--- src/rtl/slbd_pkg.sv ---
// ----------------------------------------------------------------------------
// slbd_pkg
// Shared constants, codes and controller/datapath interface types of the
// sonar line box decimator.
// ----------------------------------------------------------------------------
package slbd_pkg;

  localparam int MAX_BINS    = 4096;
  localparam int NUM_SOURCES = 8;
  localparam int MAX_FACTOR  = 1024;
  localparam int SAMPLE_BITS = 24;
  localparam int MAX_OUT     = 64;

  localparam int SRC_W    = 3;
  localparam int BIN_W    = 12;
  localparam int SUM_W    = SAMPLE_BITS + 20;
  localparam int PART_W   = SAMPLE_BITS + 10;
  localparam int POS_W    = 23;
  localparam int TIME_W   = 62;
  localparam int TSUM_W   = 64;
  localparam int RATE_W   = 27;
  localparam int FAC_W    = 11;
  localparam int OFF_W    = 10;
  localparam int LINES_W  = 11;
  localparam int STORE_W  = 13;
  localparam int CNT_W    = 7;
  localparam int ADDR_W   = SRC_W + BIN_W;
  localparam int PROD_W   = 21;
  localparam int DIV_W    = 64;
  localparam int DREM_W   = 21;
  localparam int STEP_W   = 7;
  localparam int CIDX_W   = 2;

  // Configuration register indexes
  typedef enum logic [CIDX_W-1:0] {
    CFG_MODE  = 2'd0,
    CFG_RANGE = 2'd1,
    CFG_TRACK = 2'd2,
    CFG_RATE  = 2'd3
  } cfg_idx_t;

  // Divider operations
  typedef enum logic [1:0] {
    DIV_POS  = 2'd0,
    DIV_RATE = 2'd1,
    DIV_MEAN = 2'd2,
    DIV_AVG  = 2'd3
  } div_op_t;

  // Controller to datapath commands
  typedef struct packed {
    logic    clr_step;
    logic    clr_src;
    logic    take;
    logic    div_start;
    div_op_t div_op;
    logic    pos_load;
    logic    rate_load;
    logic    mean_load;
    logic    part_add;
    logic    bin_write;
    logic    ram_rd;
    logic    pos_step;
    logic    eol_update;
    logic    loop_step;
    logic    out_load;
    logic    out_pass;
    logic    out_loop;
  } cmd_t;

  // Datapath to controller status
  typedef struct packed {
    logic clr_last;
    logic pass_mode;
    logic dirty;
    logic mid_emit;
    logic need_mean;
    logic eol;
    logic emit_now;
    logic loop_more;
    logic div_done;
    logic out_free;
  } sts_t;

endpackage

--- src/rtl/slbd_ctrl.sv ---
// ----------------------------------------------------------------------------
// slbd_ctrl
// Controller: sequences clearing, pass-through, accumulation, divisions and
// bin emission for one transaction at a time.
// ----------------------------------------------------------------------------
module slbd_ctrl (
  input  logic           clk,
  input  logic           rst_n,
  input  logic           in_valid,
  output logic           in_stall,
  input  slbd_pkg::sts_t sts,
  output slbd_pkg::cmd_t cmd
);
  import slbd_pkg::*;

  typedef enum logic [4:0] {
    S_CLEAR, S_IDLE, S_DECIDE, S_PASS, S_DPOS, S_WPOS, S_DRATE, S_WRATE,
    S_SAMPLE, S_ADD, S_DMEAN, S_WMEAN, S_AVGRD, S_AVGDIV, S_AVGWAIT,
    S_AVGOUT, S_POSUPD, S_EOL, S_LOOP
  } state_t;

  state_t state_r, state_nxt;
  logic   loop_r, loop_nxt;

  // next state and commands
  always_comb begin
    state_nxt = state_r;
    loop_nxt  = loop_r;
    cmd       = '0;
    cmd.div_op = DIV_POS;
    unique case (state_r)
      S_CLEAR: begin
        cmd.clr_step = 1'b1;
        if (sts.clr_last) state_nxt = S_IDLE;
      end
      S_IDLE: begin
        if (in_valid) begin
          cmd.take  = 1'b1;
          state_nxt = S_DECIDE;
        end
      end
      S_DECIDE: begin
        priority if (sts.pass_mode) state_nxt = S_PASS;
        else if (sts.dirty)         state_nxt = S_DPOS;
        else                        state_nxt = S_SAMPLE;
      end
      S_PASS: begin
        if (sts.out_free) begin
          cmd.out_load = 1'b1;
          cmd.out_pass = 1'b1;
          cmd.pos_step = 1'b1;
          state_nxt    = S_IDLE;
        end
      end
      S_DPOS: begin
        cmd.div_start = 1'b1;
        cmd.div_op    = DIV_POS;
        state_nxt     = S_WPOS;
      end
      S_WPOS: begin
        if (sts.div_done) begin
          cmd.pos_load = 1'b1;
          state_nxt    = S_DRATE;
        end
      end
      S_DRATE: begin
        cmd.div_start = 1'b1;
        cmd.div_op    = DIV_RATE;
        state_nxt     = S_WRATE;
      end
      S_WRATE: begin
        if (sts.div_done) begin
          cmd.rate_load = 1'b1;
          state_nxt     = S_SAMPLE;
        end
      end
      S_SAMPLE: begin
        cmd.part_add = 1'b1;
        cmd.ram_rd   = 1'b1;
        state_nxt    = S_ADD;
      end
      S_ADD: begin
        cmd.bin_write = 1'b1;
        loop_nxt      = 1'b0;
        priority if (sts.need_mean) state_nxt = S_DMEAN;
        else if (sts.eol)           state_nxt = S_EOL;
        else                        state_nxt = S_POSUPD;
      end
      S_DMEAN: begin
        cmd.div_start = 1'b1;
        cmd.div_op    = DIV_MEAN;
        state_nxt     = S_WMEAN;
      end
      S_WMEAN: begin
        if (sts.div_done) begin
          cmd.mean_load = 1'b1;
          priority if (sts.eol)    state_nxt = S_EOL;
          else if (sts.mid_emit)   state_nxt = S_AVGRD;
          else                     state_nxt = S_POSUPD;
        end
      end
      S_AVGRD: begin
        cmd.ram_rd = 1'b1;
        state_nxt  = S_AVGDIV;
      end
      S_AVGDIV: begin
        cmd.div_start = 1'b1;
        cmd.div_op    = DIV_AVG;
        state_nxt     = S_AVGWAIT;
      end
      S_AVGWAIT: begin
        cmd.div_op = DIV_AVG;
        if (sts.div_done) state_nxt = S_AVGOUT;
      end
      S_AVGOUT: begin
        if (sts.out_free) begin
          cmd.out_load = 1'b1;
          cmd.out_loop = loop_r;
          if (loop_r) begin
            cmd.loop_step = 1'b1;
            state_nxt     = S_LOOP;
          end else begin
            state_nxt = S_POSUPD;
          end
        end
      end
      S_POSUPD: begin
        cmd.pos_step = 1'b1;
        state_nxt    = S_IDLE;
      end
      S_EOL: begin
        cmd.eol_update = 1'b1;
        if (sts.emit_now) begin
          loop_nxt  = 1'b1;
          state_nxt = S_LOOP;
        end else begin
          state_nxt = S_IDLE;
        end
      end
      S_LOOP: begin
        if (sts.loop_more) begin
          state_nxt = S_AVGRD;
        end else begin
          cmd.clr_src = 1'b1;
          state_nxt   = S_CLEAR;
        end
      end
      default: state_nxt = S_IDLE;
    endcase
  end

  // state register
  always_ff @(posedge clk) begin
    if (!rst_n) begin
      state_r <= S_CLEAR;
      loop_r  <= 1'b0;
    end else begin
      state_r <= state_nxt;
      loop_r  <= loop_nxt;
    end
  end

  assign in_stall = (state_r != S_IDLE);

endmodule

--- config.mk ---
export PLATFORM = sky130hd
export DESIGN_NAME = slbd_ctrl
export DESIGN_NICKNAME = d
export VERILOG_FILES = /design/src/rtl/slbd_pkg.sv /design/src/rtl/slbd_ctrl.sv
export SDC_FILE = /design/constraint.sdc
export NUM_CORES = 1
export LEC_CHECK = 0
export BUFFER_PORTS_ARGS = -buffer_cell sky130_fd_sc_hd__buf_2
export CAP_MARGIN = 10
export CORE_UTILIZATION = 43
export CTS_CLUSTER_SIZE = 10
export DETAILED_ROUTE_END_ITERATION = 10
export PLACE_DENSITY = 0.75
export SLEW_MARGIN = 30
export SYNTH_ARGS = -nofsm -noshare
export SYNTH_HDL_FRONTEND = slang
export SYNTH_SLANG_ARGS = --single-unit
--- constraint.sdc ---
create_clock -name clk -period 1.7 [get_ports clk]
set_clock_uncertainty 0.1 [all_clocks]
set_input_delay 0.085 -clock clk [delete_from_list [all_inputs] [get_ports clk]]
set_output_delay 0.085 -clock clk [all_outputs]
set_load 0.01 [all_outputs]
==> flow_summary.json <==
{
  "status": "complete, but fails checks",
  "violations": "negative setup slack",
  "muxShareOfSynthArea_pct": 0,
  "crit_fanout": 6,
  "powerDensity_nw_per_um2": 468,
  "synth_ff_type": "dfxtp_1",
  "via_per_inst": 6.38,
  "place_area_sq_um": 1140,
  "synth_fa_ha_area_share_pct": 0,
  "cts_tree": "done",
  "startpoint_type": "flip-flop",
  "synth_xor_area_share_pct": 1.08,
  "synth_compound_area_share_pct": 31.6,
  "setup_ws_ps": -114,
  "setup_tns_ps": -981,
  "critPathKind": "reg2out",
  "synth_top_family_by_area": "simple AND/OR/NAND/NOR gates",
  "ys_ff_latch": 6,
  "core-area_sq_um": 1750,
  "rr_worst_depth": 6,
  "min_period_ps": 1810,
  "max-cap-violations": 0,
  "ys_seq_area_share_pct": 14.8,
  "holdBufCountCts": 0,
  "portBuffers": 31,
  "firstDrtPassIters": 6,
  "area_delta_synth_final_pct": 86.9,
  "layout-drive-gt1-share_pct": 63.2,
  "antenna_found_initial": 0,
  "synth_edf_count": 0,
  "cp_slowest_stage_delay_ps": 360,
  "track_usage_pct": 35.3,
  "cts-root-buf": "clkbuf_4",
  "grt_max_degree": 15,
  "syn_area_sq_um": 811,
  "synth_top_area_cell": "dfxtp_1",
  "row_count": 15,
  "grt_pass1_vias": 1076,
  "synthesis.nets": 130,
  "dp.cells": 189,
  "routed_wl_mm": 4.35,
  "ir_drop_uv": 449,
  "worstMarginPinSlew_ps": 462,
  "period_share_pct": 107,
  "stdcell_count": 207,
  "finalPower_mw": 0.709,
  "drt_iter0_drc": 119,
  "setup_viol": 15,
  "fp.dieH_microns": 45.4,
  "ys_types": 43,
  "gp_congestion": 0.959,
  "fin_area_sq_um": 1520,
  "io_pins": 32,
  "hold_violations": 0,
  "ant_nets": 0,
  "synth_area_leaders": "dfxtp_1 15%, nand2b_1 6.9%, a21oi_1 6.8%",
  "syn_area_per_cell_sq_um": 6.93,
  "wl_per_cell_microns": 21.0,
  "cp_cell_sequence": "buf_6 > and2b_2 > buf_6 > nand2_2 > o21ai_1 > a22oi_1 > nor2_1 > buf_2",
  "clk_path_buf_depth": 2,
  "dieWidth_microns": 45.4,
  "clk_latency_ps": 250,
  "start_util_pct": 46.5,
  "path_clk_slew_ps": 60,
  "num_antenna_cells": 0,
  "slew_viol_final": 0,
  "fin_nets": 197,
  "utilization_pct": 86.8,
  "dp_hpwl_mm": 2.21,
  "critPathCaptureType": "output port",
  "clkSinkCount": 6,
  "hold_path.class": "in2reg",
  "gr-total-overflow": 0,
  "preCtsSetupSlack_ps": -116,
  "worstPathRequired_ps": 1510,
  "fillers": 84,
  "yosys_warnings": 0,
  "synth_cells": 117,
  "fmax_mhz": 551,
  "grt_pass1_wl_mm": 5.14,
  "cpMostUsedCell": "buf_6",
  "slowest_stage": "dfxtp_4",
  "hold_slack_ps": 32.2,
  "netlist.area_leader.share_pct": 14.8,
  "synthArstFlopShare_pct": 0,
  "holdPathStages": 3,
  "leakage_nw": 0.681,
  "cts_made_buffers": 3,
  "worstPathArrival_ps": 1630,
  "relSlewSlack_pct": 68.9,
  "dieArea_sq_um": 2060,
  "vias": 1320,
  "cts_max_level": 1,
  "yosys.area_share.simple_pct": 41.2,
  "drcViolationCount": 0,
  "rsz0062_at_grt": "true"
}
flip-flops by register name, summed over array words and instances (netlist names):
register  count
state_r       5
loop_r        1
cells by family (layout without fill, tap and decap cells):
kind of cell | after synthesis | after routing
simple gates | 61 | 61
compound gates | 32 | 32
buf+inv | 17 | 82
flops | 6 | 6
xor+xnor | 1 | 1
what timing repair did:
item,CTS,global route
pin swaps,2,6
resized for setup,30,26
endpoints found under the setup margin,17,22
setup buffers,5,9
gates cloned,0,1
critical path, delay by kind of cell (launching register included):
family	cells	cell delay, ps
AO/OA/AOI/OAI	2	250
buffers and inverters	3	390
flip-flops	1	360
AND/OR/NAND/NOR	3	370
power breakdown:
group	total [mW]	switching, mW	internal, mW
clock network	0.144	0.0632	0.0807
registers	0.162	0.0140	0.148
logic	0.403	0.211	0.192
total	0.709	0.288	0.420
synthesized netlist by cell type (all sizes together), types with 2 or more instances:
master / instances
inv: 4
nor2b: 5
nand3b: 2
nand4b: 2
nand2: 10
nand3: 3
nor3: 8
o22ai: 2
o21ai: 4
a21oi: 11
buf: 9
nor2: 13
and3: 2
or3: 2
clkbuf: 4
dfxtp: 6
nand2b: 9
final cells by class:
type | count | area (sq um) | share of cell area [%]
clock buffer | 3 | 22.5 | 1.49
sequential | 6 | 134 | 8.84
multi-input combinational | 94 | 756 | 49.9
inverter | 4 | 15.0 | 0.991
tap | 25 | 31.3 | 2.06
timing repair buffer | 75 | 557 | 36.7
placed cells by master, fill, tap and decap left out, types with 4 or more instances in the layout:
cell type,Yosys,layout
a21oi_1,11,10
buf_2,4,29
buf_4,4,33
buf_6,1,11
nand2_1,10,8
nand2b_1,9,9
nor2_1,13,12
nor2b_4,0,4
nor3_1,7,4
per-layer routing:
layer / vias to the layer above / routed length [microns] / global-route usage [%]
met1: 601 / 1590 / 43.7
met2: 123 / 2050 / 57.4
met3: 35 / 470 / 7.14
met5: - / 0 / 0
met4: 0 / 235 / 17.6
li1: 561 / - / -
worst paths after layout:
check,start,endpoint,slack [ps]
min,rst_n,state_r[4],30
max reg2reg,state_r[3],state_r[3],-100
max,state_r[0],cmd[14],-110
min reg2reg,loop_r,loop_r,380
No activity file was read; power rests on OpenSTA's default activity.
